===== src/sv/prtm_pkg.sv =====
// ----------------------------------------------------------------------------
// prtm_pkg
// Shared widths, constants, microcode word layout and step addresses for the
// transition matrix element unit.
// ----------------------------------------------------------------------------
package prtm_pkg;

  localparam int Q_W               = 17;
  localparam int NODE_W            = 5;
  localparam int IDX_IN_W          = 4;
  localparam int CFG_IDX_W         = 1;
  localparam int CFG_DATA_W        = 17;
  localparam int STEP_W            = 5;
  localparam int MAX_NODES_DEFAULT = 16;

  localparam logic [Q_W-1:0]    ONE_Q16          = 17'h10000;
  localparam logic [Q_W-1:0]    DAMPING_RESET    = 17'd55706;
  localparam logic [NODE_W-1:0] NODE_COUNT_RESET = 5'd16;

  typedef enum logic [CFG_IDX_W-1:0] {
    CFG_DAMPING    = 1'b0,
    CFG_NODE_COUNT = 1'b1
  } cfg_reg_t;

  typedef enum logic [0:0] {
    OP_WRITE = 1'b0,
    OP_READ  = 1'b1
  } op_t;

  typedef enum logic [1:0] {
    DIV_RESIDUAL = 2'd0,
    DIV_LINK     = 2'd1,
    DIV_UNIFORM  = 2'd2
  } div_sel_t;

  typedef enum logic [1:0] {
    ACC_HOLD = 2'd0,
    ACC_ZERO = 2'd1,
    ACC_LOAD = 2'd2,
    ACC_ADD  = 2'd3
  } acc_op_t;

  typedef enum logic [3:0] {
    COND_NEVER     = 4'd0,
    COND_ALWAYS    = 4'd1,
    COND_NO_ITEM   = 4'd2,
    COND_WRITE     = 4'd3,
    COND_OUTSIDE   = 4'd4,
    COND_CNT_ZERO  = 4'd5,
    COND_DIV_BUSY  = 4'd6,
    COND_BIT_CLEAR = 4'd7,
    COND_OUT_FULL  = 4'd8
  } cond_t;

  localparam logic [STEP_W-1:0] STEP_IDLE      = 5'd0;
  localparam logic [STEP_W-1:0] STEP_FETCH     = 5'd1;
  localparam logic [STEP_W-1:0] STEP_RANGE     = 5'd2;
  localparam logic [STEP_W-1:0] STEP_EMPTY     = 5'd3;
  localparam logic [STEP_W-1:0] STEP_RES_GO    = 5'd4;
  localparam logic [STEP_W-1:0] STEP_RES_WAIT  = 5'd5;
  localparam logic [STEP_W-1:0] STEP_RES_TAKE  = 5'd6;
  localparam logic [STEP_W-1:0] STEP_LINK_GO   = 5'd7;
  localparam logic [STEP_W-1:0] STEP_LINK_WAIT = 5'd8;
  localparam logic [STEP_W-1:0] STEP_LINK_ADD  = 5'd9;
  localparam logic [STEP_W-1:0] STEP_UNI_GO    = 5'd10;
  localparam logic [STEP_W-1:0] STEP_UNI_WAIT  = 5'd11;
  localparam logic [STEP_W-1:0] STEP_UNI_TAKE  = 5'd12;
  localparam logic [STEP_W-1:0] STEP_ZERO      = 5'd13;
  localparam logic [STEP_W-1:0] STEP_EMIT      = 5'd14;
  localparam logic [STEP_W-1:0] STEP_DONE      = 5'd15;
  localparam logic [STEP_W-1:0] STEP_WR_CHECK  = 5'd16;
  localparam logic [STEP_W-1:0] STEP_UPDATE    = 5'd17;

  typedef struct packed {
    logic              ready_en;
    logic              fetch;
    logic              update;
    logic              div_start;
    div_sel_t          div_sel;
    acc_op_t           acc_op;
    logic              emit;
    cond_t             cond;
    logic [STEP_W-1:0] target;
  } ctrl_t;

  typedef struct packed {
    logic no_item;
    logic write_op;
    logic outside;
    logic cnt_zero;
    logic div_busy;
    logic bit_clear;
    logic out_full;
  } status_t;

endpackage


===== src/sv/prtm_req_if.sv =====
// ----------------------------------------------------------------------------
// prtm_req_if
// Input channel: one link write or element read per item.
// ----------------------------------------------------------------------------
interface prtm_req_if;
  logic                          valid;
  logic                          ready;
  logic                          operation;
  logic [prtm_pkg::IDX_IN_W-1:0] row;
  logic [prtm_pkg::IDX_IN_W-1:0] column;
  logic                          link_bit;

  modport source (output valid, operation, row, column, link_bit, input ready);
  modport sink   (input valid, operation, row, column, link_bit, output ready);
endinterface


===== src/sv/prtm_rsp_if.sv =====
// ----------------------------------------------------------------------------
// prtm_rsp_if
// Output channel: one transition matrix element per read item.
// ----------------------------------------------------------------------------
interface prtm_rsp_if;
  logic                     valid;
  logic                     ready;
  logic [prtm_pkg::Q_W-1:0] probability;

  modport source (output valid, probability, input ready);
  modport sink   (input valid, probability, output ready);
endinterface


===== src/sv/prtm_divider.sv =====
// ----------------------------------------------------------------------------
// prtm_divider
// Restoring divider, one quotient bit per cycle, shared by all quotients of
// an element.
// ----------------------------------------------------------------------------
module prtm_divider #(
  parameter int DEN_W = prtm_pkg::NODE_W
) (
  input  logic                     clk,
  input  logic                     rst,
  input  logic                     start,
  input  logic [prtm_pkg::Q_W-1:0] num,
  input  logic [DEN_W-1:0]         den,
  output logic                     busy,
  output logic [prtm_pkg::Q_W-1:0] quotient
);

  localparam int CNT_W = $clog2(prtm_pkg::Q_W + 1);

  logic [prtm_pkg::Q_W-1:0] quo;
  logic [DEN_W-1:0]         rem;
  logic [DEN_W-1:0]         divisor;
  logic [CNT_W-1:0]         count;
  logic [DEN_W:0]           trial;
  logic                     fits;

  assign trial    = {rem, quo[prtm_pkg::Q_W-1]};
  assign fits     = trial >= {1'b0, divisor};
  assign busy     = count != '0;
  assign quotient = quo;

  always_ff @(posedge clk) begin
    if (rst) begin
      count <= '0;
    end else if (start) begin
      count <= CNT_W'(prtm_pkg::Q_W);
    end else if (busy) begin
      count <= count - CNT_W'(1);
    end
  end

  always_ff @(posedge clk) begin
    if (start) begin
      quo     <= num;
      rem     <= '0;
      divisor <= den;
    end else if (busy) begin
      quo <= {quo[prtm_pkg::Q_W-2:0], fits};
      if (fits) begin
        rem <= DEN_W'(trial - {1'b0, divisor});
      end else begin
        rem <= trial[DEN_W-1:0];
      end
    end
  end

  assert property (@(posedge clk) disable iff (rst) start |=> busy)
    else $error("divider did not start");

endmodule


===== src/sv/prtm_sequencer.sv =====
// ----------------------------------------------------------------------------
// prtm_sequencer
// Step counter and microcode rom; each step issues one control word and may
// jump on one datapath condition.
// ----------------------------------------------------------------------------
module prtm_sequencer (
  input  logic              clk,
  input  logic              rst,
  input  prtm_pkg::status_t status,
  output prtm_pkg::ctrl_t   ctrl
);

  function automatic prtm_pkg::ctrl_t rom_word(input logic [prtm_pkg::STEP_W-1:0] step);
    prtm_pkg::ctrl_t w;
    w.ready_en  = 1'b0;
    w.fetch     = 1'b0;
    w.update    = 1'b0;
    w.div_start = 1'b0;
    w.div_sel   = prtm_pkg::DIV_RESIDUAL;
    w.acc_op    = prtm_pkg::ACC_HOLD;
    w.emit      = 1'b0;
    w.cond      = prtm_pkg::COND_NEVER;
    w.target    = prtm_pkg::STEP_IDLE;
    unique case (step)
      prtm_pkg::STEP_IDLE: begin
        w.ready_en = 1'b1;
        w.cond     = prtm_pkg::COND_NO_ITEM;
        w.target   = prtm_pkg::STEP_IDLE;
      end
      prtm_pkg::STEP_FETCH: begin
        w.fetch  = 1'b1;
        w.cond   = prtm_pkg::COND_WRITE;
        w.target = prtm_pkg::STEP_WR_CHECK;
      end
      prtm_pkg::STEP_RANGE: begin
        w.cond   = prtm_pkg::COND_OUTSIDE;
        w.target = prtm_pkg::STEP_ZERO;
      end
      prtm_pkg::STEP_EMPTY: begin
        w.cond   = prtm_pkg::COND_CNT_ZERO;
        w.target = prtm_pkg::STEP_UNI_GO;
      end
      prtm_pkg::STEP_RES_GO: begin
        w.div_start = 1'b1;
        w.div_sel   = prtm_pkg::DIV_RESIDUAL;
      end
      prtm_pkg::STEP_RES_WAIT: begin
        w.cond   = prtm_pkg::COND_DIV_BUSY;
        w.target = prtm_pkg::STEP_RES_WAIT;
      end
      prtm_pkg::STEP_RES_TAKE: begin
        w.acc_op = prtm_pkg::ACC_LOAD;
        w.cond   = prtm_pkg::COND_BIT_CLEAR;
        w.target = prtm_pkg::STEP_EMIT;
      end
      prtm_pkg::STEP_LINK_GO: begin
        w.div_start = 1'b1;
        w.div_sel   = prtm_pkg::DIV_LINK;
      end
      prtm_pkg::STEP_LINK_WAIT: begin
        w.cond   = prtm_pkg::COND_DIV_BUSY;
        w.target = prtm_pkg::STEP_LINK_WAIT;
      end
      prtm_pkg::STEP_LINK_ADD: begin
        w.acc_op = prtm_pkg::ACC_ADD;
        w.cond   = prtm_pkg::COND_ALWAYS;
        w.target = prtm_pkg::STEP_EMIT;
      end
      prtm_pkg::STEP_UNI_GO: begin
        w.div_start = 1'b1;
        w.div_sel   = prtm_pkg::DIV_UNIFORM;
      end
      prtm_pkg::STEP_UNI_WAIT: begin
        w.cond   = prtm_pkg::COND_DIV_BUSY;
        w.target = prtm_pkg::STEP_UNI_WAIT;
      end
      prtm_pkg::STEP_UNI_TAKE: begin
        w.acc_op = prtm_pkg::ACC_LOAD;
        w.cond   = prtm_pkg::COND_ALWAYS;
        w.target = prtm_pkg::STEP_EMIT;
      end
      prtm_pkg::STEP_ZERO: begin
        w.acc_op = prtm_pkg::ACC_ZERO;
      end
      prtm_pkg::STEP_EMIT: begin
        w.emit   = 1'b1;
        w.cond   = prtm_pkg::COND_OUT_FULL;
        w.target = prtm_pkg::STEP_EMIT;
      end
      prtm_pkg::STEP_DONE: begin
        w.cond   = prtm_pkg::COND_ALWAYS;
        w.target = prtm_pkg::STEP_IDLE;
      end
      prtm_pkg::STEP_WR_CHECK: begin
        w.cond   = prtm_pkg::COND_OUTSIDE;
        w.target = prtm_pkg::STEP_IDLE;
      end
      prtm_pkg::STEP_UPDATE: begin
        w.update = 1'b1;
        w.cond   = prtm_pkg::COND_ALWAYS;
        w.target = prtm_pkg::STEP_IDLE;
      end
      default: begin
        w.cond   = prtm_pkg::COND_ALWAYS;
        w.target = prtm_pkg::STEP_IDLE;
      end
    endcase
    return w;
  endfunction

  logic [prtm_pkg::STEP_W-1:0] pc;
  logic [prtm_pkg::STEP_W-1:0] pc_next;
  logic                        take;

  assign ctrl = rom_word(pc);

  always_comb begin
    case (ctrl.cond)
      prtm_pkg::COND_NEVER:     take = 1'b0;
      prtm_pkg::COND_ALWAYS:    take = 1'b1;
      prtm_pkg::COND_NO_ITEM:   take = status.no_item;
      prtm_pkg::COND_WRITE:     take = status.write_op;
      prtm_pkg::COND_OUTSIDE:   take = status.outside;
      prtm_pkg::COND_CNT_ZERO:  take = status.cnt_zero;
      prtm_pkg::COND_DIV_BUSY:  take = status.div_busy;
      prtm_pkg::COND_BIT_CLEAR: take = status.bit_clear;
      prtm_pkg::COND_OUT_FULL:  take = status.out_full;
      default:                  take = 1'b0;
    endcase
    pc_next = take ? ctrl.target : pc + prtm_pkg::STEP_W'(1);
  end

  always_ff @(posedge clk) begin
    if (rst) begin
      pc <= prtm_pkg::STEP_IDLE;
    end else begin
      pc <= pc_next;
    end
  end

  assert property (@(posedge clk) disable iff (rst)
    (pc == prtm_pkg::STEP_IDLE && !status.no_item) |=> pc == prtm_pkg::STEP_FETCH)
    else $error("accepted item not fetched");

endmodule


===== src/sv/prtm_datapath.sv =====
// ----------------------------------------------------------------------------
// prtm_datapath
// Link rows, column counts, configuration, divider operand select, element
// accumulator and output register; all but the configuration are driven by the
// microcode word.
module prtm_datapath #(
  parameter int MAX_NODES = prtm_pkg::MAX_NODES_DEFAULT,
  parameter int DEN_W     = prtm_pkg::NODE_W
) (
  input  logic                            clk,
  input  logic                            rst,
  input  logic                            cfg_write,
  input  logic [prtm_pkg::CFG_IDX_W-1:0]  cfg_index,
  input  logic [prtm_pkg::CFG_DATA_W-1:0] cfg_data,
  prtm_req_if.sink                        req,
  prtm_rsp_if.source                      rsp,
  input  prtm_pkg::ctrl_t                 ctrl,
  output prtm_pkg::status_t               status,
  input  logic                            div_busy,
  input  logic [prtm_pkg::Q_W-1:0]        quotient,
  output logic [prtm_pkg::Q_W-1:0]        div_num,
  output logic [DEN_W-1:0]                div_den
);

  localparam int IDX_W = (MAX_NODES > 1) ? $clog2(MAX_NODES) : 1;
  localparam int CNT_W = $clog2(MAX_NODES + 1);

  logic [MAX_NODES-1:0] link_mem [MAX_NODES];
  logic [CNT_W-1:0]     cnt_mem  [MAX_NODES];

  logic [prtm_pkg::Q_W-1:0]      damping;
  logic [prtm_pkg::NODE_W-1:0]   node_count;
  logic                          clear_busy;
  logic [IDX_W-1:0]              clr_idx;
  logic                          op;
  logic [prtm_pkg::IDX_IN_W-1:0] row;
  logic [prtm_pkg::IDX_IN_W-1:0] column;
  logic                          link_bit;
  logic [MAX_NODES-1:0]          row_rd;
  logic [CNT_W-1:0]              cnt_rd;
  logic [prtm_pkg::Q_W-1:0]      acc;
  logic                          out_valid;
  logic [prtm_pkg::Q_W-1:0]      probability;

  logic [prtm_pkg::NODE_W-1:0] n_act;
  logic [prtm_pkg::Q_W-1:0]    d_act;
  logic [IDX_W-1:0]            row_idx;
  logic [IDX_W-1:0]            col_idx;
  logic                        accept;
  logic                        old_bit;
  logic                        changed;
  logic [MAX_NODES-1:0]        row_wr;
  logic [CNT_W-1:0]            cnt_wr;
  logic                        out_full;
  logic                        out_load;

  assign row_idx  = IDX_W'(row);
  assign col_idx  = IDX_W'(column);
  assign accept   = req.valid && req.ready;
  assign old_bit  = row_rd[col_idx];
  assign changed  = old_bit != link_bit;
  assign out_full = out_valid && !rsp.ready;
  assign out_load = ctrl.emit && !out_full;

  assign req.ready       = ctrl.ready_en && !clear_busy;
  assign rsp.valid       = out_valid;
  assign rsp.probability = probability;

  always_comb begin
    if (node_count == '0) begin
      n_act = prtm_pkg::NODE_W'(1);
    end else if (int'(node_count) > MAX_NODES) begin
      n_act = prtm_pkg::NODE_W'(MAX_NODES);
    end else begin
      n_act = node_count;
    end
    d_act = (damping > prtm_pkg::ONE_Q16) ? prtm_pkg::ONE_Q16 : damping;
  end

  always_comb begin
    status.no_item   = !accept;
    status.write_op  = op == prtm_pkg::OP_WRITE;
    status.outside   = !(({1'b0, row} < n_act) && ({1'b0, column} < n_act));
    status.cnt_zero  = cnt_rd == '0;
    status.div_busy  = div_busy;
    status.bit_clear = !old_bit;
    status.out_full  = out_full;
  end

  always_comb begin
    row_wr          = row_rd;
    row_wr[col_idx] = link_bit;
    cnt_wr          = link_bit ? cnt_rd + CNT_W'(1) : cnt_rd - CNT_W'(1);
  end

  always_comb begin
    case (ctrl.div_sel)
      prtm_pkg::DIV_RESIDUAL: begin
        div_num = prtm_pkg::ONE_Q16 - d_act;
        div_den = DEN_W'(n_act);
      end
      prtm_pkg::DIV_LINK: begin
        div_num = d_act;
        div_den = DEN_W'(cnt_rd);
      end
      default: begin
        div_num = prtm_pkg::ONE_Q16;
        div_den = DEN_W'(n_act);
      end
    endcase
  end

  // configuration and clearing sweep
  always_ff @(posedge clk) begin
    if (rst) begin
      damping    <= prtm_pkg::DAMPING_RESET;
      node_count <= prtm_pkg::NODE_COUNT_RESET;
      clear_busy <= 1'b1;
      clr_idx    <= '0;
    end else begin
      if (clear_busy) begin
        if (clr_idx == IDX_W'(MAX_NODES - 1)) begin
          clear_busy <= 1'b0;
        end else begin
          clr_idx <= clr_idx + IDX_W'(1);
        end
      end
      if (cfg_write) begin
        unique case (cfg_index)
          prtm_pkg::CFG_DAMPING: begin
            damping <= cfg_data;
          end
          prtm_pkg::CFG_NODE_COUNT: begin
            node_count <= cfg_data[prtm_pkg::NODE_W-1:0];
            clear_busy <= 1'b1;
            clr_idx    <= '0;
          end
          default: begin
            damping <= damping;
          end
        endcase
      end
    end
  end

  always_ff @(posedge clk) begin
    if (clear_busy) begin
      link_mem[clr_idx] <= '0;
      cnt_mem[clr_idx]  <= '0;
    end else if (ctrl.update && changed) begin
      link_mem[row_idx] <= row_wr;
      cnt_mem[col_idx]  <= cnt_wr;
    end
  end

  always_ff @(posedge clk) begin
    if (ctrl.fetch) begin
      row_rd <= link_mem[row_idx];
      cnt_rd <= cnt_mem[col_idx];
    end
  end

  always_ff @(posedge clk) begin
    if (accept) begin
      op       <= req.operation;
      row      <= req.row;
      column   <= req.column;
      link_bit <= req.link_bit;
    end
  end

  always_ff @(posedge clk) begin
    case (ctrl.acc_op)
      prtm_pkg::ACC_ZERO: acc <= '0;
      prtm_pkg::ACC_LOAD: acc <= quotient;
      prtm_pkg::ACC_ADD:  acc <= acc + quotient;
      default:            acc <= acc;
    endcase
  end

  always_ff @(posedge clk) begin
    if (rst) begin
      out_valid <= 1'b0;
    end else if (out_load) begin
      out_valid <= 1'b1;
    end else if (rsp.ready) begin
      out_valid <= 1'b0;
    end
  end

  always_ff @(posedge clk) begin
    if (out_load) begin
      probability <= acc;
    end
  end

  assert property (@(posedge clk) disable iff (rst) clear_busy |-> !req.ready)
    else $error("item taken during clearing sweep");

  assert property (@(posedge clk) disable iff (rst)
    (cfg_write && cfg_index == prtm_pkg::CFG_NODE_COUNT) |=> clear_busy)
    else $error("node count write did not start clearing");

  assert property (@(posedge clk) disable iff (rst) ctrl.div_start |-> !div_busy)
    else $error("divider restarted while busy");

  assert property (@(posedge clk) disable iff (rst)
    out_load |=> probability <= prtm_pkg::ONE_Q16)
    else $error("element above one");

endmodule


===== src/sv/pagerank_transition_matrix.sv =====
// ----------------------------------------------------------------------------
// pagerank_transition_matrix
// Google transition matrix element unit over a 0/1 link matrix.
// ----------------------------------------------------------------------------
// Items are handled one at a time under a microcoded step sequencer. A link
// write updates one entry of the link matrix, and a write outside the active
// n by n matrix is dropped. A read outside the matrix yields zero, a read of
// a column with no links or of a clear entry needs one quotient, and a read
// of a set entry needs two: each quotient goes through one shared divider
// that produces one bit per cycle. After reset and after every node_count
// write a clearing sweep zeroes one link row and one column count per cycle
// over all MAX_NODES rows, during which no item is taken. Results sit in an
// output register, so the next item proceeds while the previous result waits
// to be taken.
module pagerank_transition_matrix #(
  parameter int MAX_NODES = prtm_pkg::MAX_NODES_DEFAULT
) (
  input  logic                            clk,
  input  logic                            rst,
  input  logic                            cfg_write,
  input  logic [prtm_pkg::CFG_IDX_W-1:0]  cfg_index,
  input  logic [prtm_pkg::CFG_DATA_W-1:0] cfg_data,
  prtm_req_if.sink                        req,
  prtm_rsp_if.source                      rsp
);

  localparam int CNT_W = $clog2(MAX_NODES + 1);
  localparam int DEN_W = (CNT_W > prtm_pkg::NODE_W) ? CNT_W : prtm_pkg::NODE_W;

  prtm_pkg::ctrl_t          ctrl;
  prtm_pkg::status_t        status;
  logic                     div_busy;
  logic [prtm_pkg::Q_W-1:0] quotient;
  logic [prtm_pkg::Q_W-1:0] div_num;
  logic [DEN_W-1:0]         div_den;

  prtm_sequencer u_sequencer (
    .clk    (clk),
    .rst    (rst),
    .status (status),
    .ctrl   (ctrl)
  );

  prtm_divider #(
    .DEN_W (DEN_W)
  ) u_divider (
    .clk      (clk),
    .rst      (rst),
    .start    (ctrl.div_start),
    .num      (div_num),
    .den      (div_den),
    .busy     (div_busy),
    .quotient (quotient)
  );

  prtm_datapath #(
    .MAX_NODES (MAX_NODES),
    .DEN_W     (DEN_W)
  ) u_datapath (
    .clk       (clk),
    .rst       (rst),
    .cfg_write (cfg_write),
    .cfg_index (cfg_index),
    .cfg_data  (cfg_data),
    .req       (req),
    .rsp       (rsp),
    .ctrl      (ctrl),
    .status    (status),
    .div_busy  (div_busy),
    .quotient  (quotient),
    .div_num   (div_num),
    .div_den   (div_den)
  );

endmodule


===== src/flat_wrapper.sv =====
// flat-port wrapper written by rule: the top's interface ports become plain ports
module pagerank_transition_matrix_flat 
#(
  parameter int MAX_NODES = prtm_pkg::MAX_NODES_DEFAULT
)
  (clk, rst, cfg_write, cfg_index, cfg_data, req_valid, req_operation, req_row, req_column, req_link_bit, req_ready, rsp_valid, rsp_probability, rsp_ready);
  prtm_req_if req_i ();
  prtm_rsp_if rsp_i ();
  input  logic clk;
  input  logic rst;
  input  logic cfg_write;
  input  logic [prtm_pkg::CFG_IDX_W-1:0] cfg_index;
  input  logic [prtm_pkg::CFG_DATA_W-1:0] cfg_data;
  input wire logic [$bits(req_i.valid)-1:0] req_valid;
  input wire logic [$bits(req_i.operation)-1:0] req_operation;
  input wire logic [$bits(req_i.row)-1:0] req_row;
  input wire logic [$bits(req_i.column)-1:0] req_column;
  input wire logic [$bits(req_i.link_bit)-1:0] req_link_bit;
  output wire logic [$bits(req_i.ready)-1:0] req_ready;
  output wire logic [$bits(rsp_i.valid)-1:0] rsp_valid;
  output wire logic [$bits(rsp_i.probability)-1:0] rsp_probability;
  input wire logic [$bits(rsp_i.ready)-1:0] rsp_ready;
  assign req_i.valid = req_valid;
  assign req_i.operation = req_operation;
  assign req_i.row = req_row;
  assign req_i.column = req_column;
  assign req_i.link_bit = req_link_bit;
  assign req_ready = req_i.ready;
  assign rsp_valid = rsp_i.valid;
  assign rsp_probability = rsp_i.probability;
  assign rsp_i.ready = rsp_ready;
  pagerank_transition_matrix #(.MAX_NODES(MAX_NODES)) u_core (.clk(clk), .rst(rst), .cfg_write(cfg_write), .cfg_index(cfg_index), .cfg_data(cfg_data), .req(req_i), .rsp(rsp_i));
endmodule

===== config.mk =====
export PLATFORM = sky130hd
export DESIGN_NAME = pagerank_transition_matrix_flat
export DESIGN_NICKNAME = d
export VERILOG_FILES = /design/src/sv/prtm_pkg.sv /design/src/sv/prtm_req_if.sv /design/src/sv/prtm_rsp_if.sv /design/src/sv/prtm_divider.sv /design/src/sv/prtm_sequencer.sv /design/src/sv/prtm_datapath.sv /design/src/sv/pagerank_transition_matrix.sv /design/src/flat_wrapper.sv
export SDC_FILE = /design/constraint.sdc
export NUM_CORES = 1
export LEC_CHECK = 0
export BUFFER_PORTS_ARGS = -buffer_cell sky130_fd_sc_hd__buf_4
export CAP_MARGIN = 20
export CORE_MARGIN = 2
export CORE_UTILIZATION = 35
export CTS_CLUSTER_SIZE = 8
export DETAILED_ROUTE_END_ITERATION = 10
export GPL_TIMING_DRIVEN = 0
export PLACE_DENSITY = 0.62
export REMOVE_ABC_BUFFERS = 1
export SLEW_MARGIN = 15
export SYNTH_ARGS = -nofsm -noshare
export SYNTH_HDL_FRONTEND = slang
export SYNTH_SLANG_ARGS = --single-unit

===== constraint.sdc =====
create_clock -name clk -period 2.95 [get_ports clk]
set_input_delay 0.4425 -clock clk [delete_from_list [all_inputs] [get_ports clk]]
set_output_delay 0.4425 -clock clk [all_outputs]
set_load 0.005 [all_outputs]

==> metrics.md <==
| Metric | Value |
|---|---|
| Sequential fraction of the synthesis area | `0.657` |
| Leakage power | `8.07 nW` |
| DRT antenna net count | `0` |
| Sw Share | `0.285` |
| Reg area | `13600 um2` |
| Cells after Synth | `1363` |
| Detailed placement HPWL | `29.8 mm` |
| Final wirelength | `51.8 mm` |
| Vias per cell | `5.53` |
| Layout cells sized above 1 | `0.285` |
| Clk sinks | `466` |
| Yosys top cell by area | `edfxtp_1` |
| TritonCTS Buffers | `68` |
| Fin cells | `2316` |
| Delay of the slowest cell on the worst path | `430 ps` |
| Synthesis-to-layout area growth | `24.4%` |
| Final GP Congestion | `0.866` |
| Final Hold Fails | `0` |
| Max Root-Sink Buffers | `3` |
| CTS tree | `built` |
| Largest net degree at the start of global routing | `40` |
| GRT Residual Overflow | `0` |
| Maxcap violations | `0` |
| Area of the mapped netlist | `20600 um2` |
| First-pass GRT wire length | `77.3 mm` |
| Die height | `247 um` |
| Netlist cell types | `77` |
| Arr. time, crit path | `3320 ps` |
| Area occupied by multi-input gates | `7350 um2` |
| Vias | `12800` |
| Required time of the critical path | `3250 ps` |
| Drc violations | `0` |
| Clk_lat worst skew | `600 ps` |
| Syn avg cell area | `15.1 um2` |
| Clock transition at the registers of the reported paths | `50 ps` |
| Status | `finished, violations left` |
| Port Buffers | `51` |
| FF-to-FF path depth | `11` |
| Max rail drop VDD | `0.576 mV` |
| CP cell instances | `buf_6 > mux4_2 > a22oi_2 > buf_6 > and3_4 > buf_12 > o21a_4 > or3_4 > o31a_4 > nor2_4 > buf_12` |
| Filler cells | `5050` |
| Final worst slack | `-71.3 ps` |
| Area of the core | `58700 um2` |
| Htree depth | `3` |
| #FFs+latches synth | `466` |
| Slowest CP cell | `edfxtp_1` |
| FFs w/ async S/R, synth | `0` |
| Nets | `1593` |
| Tmin final | `3020 ps` |
| Synth top area share | `0.615` |
| YS warnings | `0` |
| Total track usage | `0.169` |
| Sequential power share | `0.436` |
| Initial antenna violation count | `1` |
| PwrDens | `744 nW/um2` |
| Placed insts | `2136` |
| CP Max Fanout | `8` |
| Root Driver | `clkbuf_16` |
| Die Wd | `247 um` |
| Period utilization | `1.02` |
| Pint | `13.6 mW` |
| Primary FF master, synth | `edfxtp_1` |
| Ports | `52` |
| Crit. End Element | `register` |
| Area contributors post-synth | `edfxtp_1, mux4_2, dfxtp_1` |
| Hold path cells | `1` |
| Pre-Repair DR Iteration Count | `8` |
| P_sw | `5.45 mW` |
| Startpoint class of the critical path | `register` |
| Slew HR | `0.341` |
| Worst Max-Slew Pin Slew | `987 ps` |
| Antenna diodes | `0` |
| CP Class | `register to register` |
| Failing checks | `negative setup slack` |
| DR WL/cell | `22.4 um` |
| Vias in the first global route | `12900` |
| Clock network power share | `0.365` |
| Initial core utilization | `0.352` |
| Setup TNS | `-5490 ps` |
| Setup violators final | `150` |
| EDFF count, synth | `423` |
| Fmax | `331 MHz` |
| Layout Skew | `31.5 ps` |
| Combinational share of power | `0.199` |
| Overall die area | `60900 um2` |
| Row cnt | `89` |
| Worst Hold Class | `primary input to register` |
| Unrepaired setup endpoints after global routing | `true` |
| Slew Viols, Final | `0` |
| Initial DRC count | `1107` |
-- final cells by class --
| cell class | instances | share of cell area |
|---|---|---|
| sequential | 466 | 0.528 |
| clock buffer | 86 | 0.0689 |
| multi-input combinational | 802 | 0.286 |
| tap | 773 | 0.0377 |
| timing repair buffer | 156 | 0.0700 |
| inverter | 25 | 0.00380 |
| clock inverter | 8 | 0.00458 |
-- power groups by stage --
stage	Combinational (mW)	Sequential, mW	Clock (mW)
3_5_place_dp	3.53	8.42	0
4_1_cts	3.70	8.30	7.08
3_3_place_gp	3.38	8.41	0
5_1_grt	4.22	8.37	7.35
2_1_floorplan	2.72	8.25	0
6_report	3.81	8.32	6.97
-- cell families after synthesis --
| group | synth area share |
|---|---|
| AO/OA/AOI/OAI | 0.0710 |
| XOR/XNOR | 0.0132 |
| multiplexers | 0.127 |
| buffers and inverters | 0.0196 |
| AND/OR/NAND/NOR | 0.0863 |
| flip-flops | 0.657 |
| adder cells (fa/ha/maj) | 0.0259 |
-- registers in the layout (all words and copies together) (netlist names) --
register                           flops
u_core.u_datapath.clr_idx              4
u_core.u_divider.count                 5
u_core.u_divider.quotient             17
u_core.u_datapath.cnt_rd               5
u_core.u_datapath.rsp.probability     17
u_core.u_divider.divisor               5
u_core.u_datapath.damping             17
u_core.u_datapath.rsp.valid            1
u_core.u_datapath.op                   1
u_core.u_datapath.row_rd              16
u_core.u_datapath.row                  4
u_core.u_divider.rem                   5
u_core.u_datapath.cnt_mem             80
u_core.u_sequencer.pc                  5
u_core.u_datapath.acc                 17
u_core.u_datapath.link_mem           256
u_core.u_datapath.node_count           5
u_core.u_datapath.col_idx              4
u_core.u_datapath.clear_busy           1
u_core.u_datapath.link_bit             1
-- stage by stage --
step / worst slack, ps / hold slack, ps / utilization / power [mW] / area [um2]
6_report: -71.3 / 36.6 / 0.437 / 19.1 / 25700
3_3_place_gp: -3760 / 449 / 0.369 / 11.8 / 21700
4_1_cts: -69.5 / 2.50 / 0.431 / 19.1 / 25300
2_1_floorplan: -1370 / 433 / - / 11.0 / 20300
5_1_grt: -110 / 10.2 / 0.437 / 19.9 / 25700
3_5_place_dp: -1390 / 444 / 0.378 / 11.9 / 22200
-- metal layers --
metal	vias to the layer above	track usage	wire, um
met5	-	0	0
met1	6553	0.224	21800
met3	108	0.0349	3360
met2	515	0.275	25100
met4	0	0.0617	1490
li1	5640	-	-
-- critical path: cells and delay by family, from the launching register on --
family | cells | cell delay [ps]
buffers and inverters | 4 | 630
AOI/OAI and AO/OA | 3 | 520
muxes | 1 | 340
DFF | 1 | 430
and+or+nand+nor | 3 | 790
-- cell usage after synthesis, types with 5 or more instances --
cell type	n
nand2_1	146
o22ai_1	10
a31oi_1	9
o21a_1	7
mux2_1	5
nand3b_1	11
nor2_1	79
o32ai_1	5
o31ai_1	5
a211oi_1	10
nor2b_1	13
xnor2_1	21
nor4_1	5
or3_1	16
clkbuf_1	46
mux2i_1	9
edfxtp_1	423
buf_1	9
inv_1	25
mux4_2	107
ha_1	38
a21oi_1	77
and3_1	11
o21ai_1	5
a21o_1	14
o21ai_0	40
buf_2	15
nand3_1	37
dfxtp_1	43
nor3_1	19
xor2_1	10
and2_1	5
nand2b_1	19
-- worst paths after layout --
| check | from | endpoint | slack, ps |
|---|---|---|---|
| setup / recovery | u_core.u_datapath.col_idx[1] | u_core.u_datapath.link_mem[3][5] | -70 |
| hold / removal | req_row[1] | u_core.u_datapath.row[1] | 40 |
| setup reg to reg | u_core.u_datapath.col_idx[1] | u_core.u_datapath.link_mem[3][5] | -70 |
| hold reg to reg | u_core.u_datapath.acc[10] | u_core.u_datapath.rsp.probability[10] | 450 |
-- cells in the final DEF, fill, tap and decap left out, types with 6 or more instances in the layout --
cell       count
edfxtp_1     423
buf_6         25
dfxtp_1       40
o21ai_0       35
ha_1          36
nand2b_1      18
buf_4         85
o22ai_4        7
clkbuf_1      18
nor3_1        17
mux4_2       109
and3_1         9
nand2_1      144
xor2_1        10
a21oi_4        7
a21oi_2       10
o21ai_1        6
o21a_1         6
nand3_1       35
mux2i_1        9
xnor2_1       21
nor2b_1       11
buf_12        24
inv_1         24
nor2_4        19
a21oi_1       61
a211oi_1      10
o21ai_4        6
nor2_2         8
or3_1         16
nand3b_1      11
clkbuf_16     70
a21o_1        14
buf_8         12
nor2_1        52
-- timing repair --
action / CTS / global route
gates resized for setup: 96 / 37
endpoints found under the setup margin: 713 / 609
setup buffers: 58 / 23
gates cloned: 4 / 2
hold buffers: 3 / 0
pin swaps: 25 / 18
endpoints found under the hold margin: 3 / 0
Power figures use the tool's default switching activity.
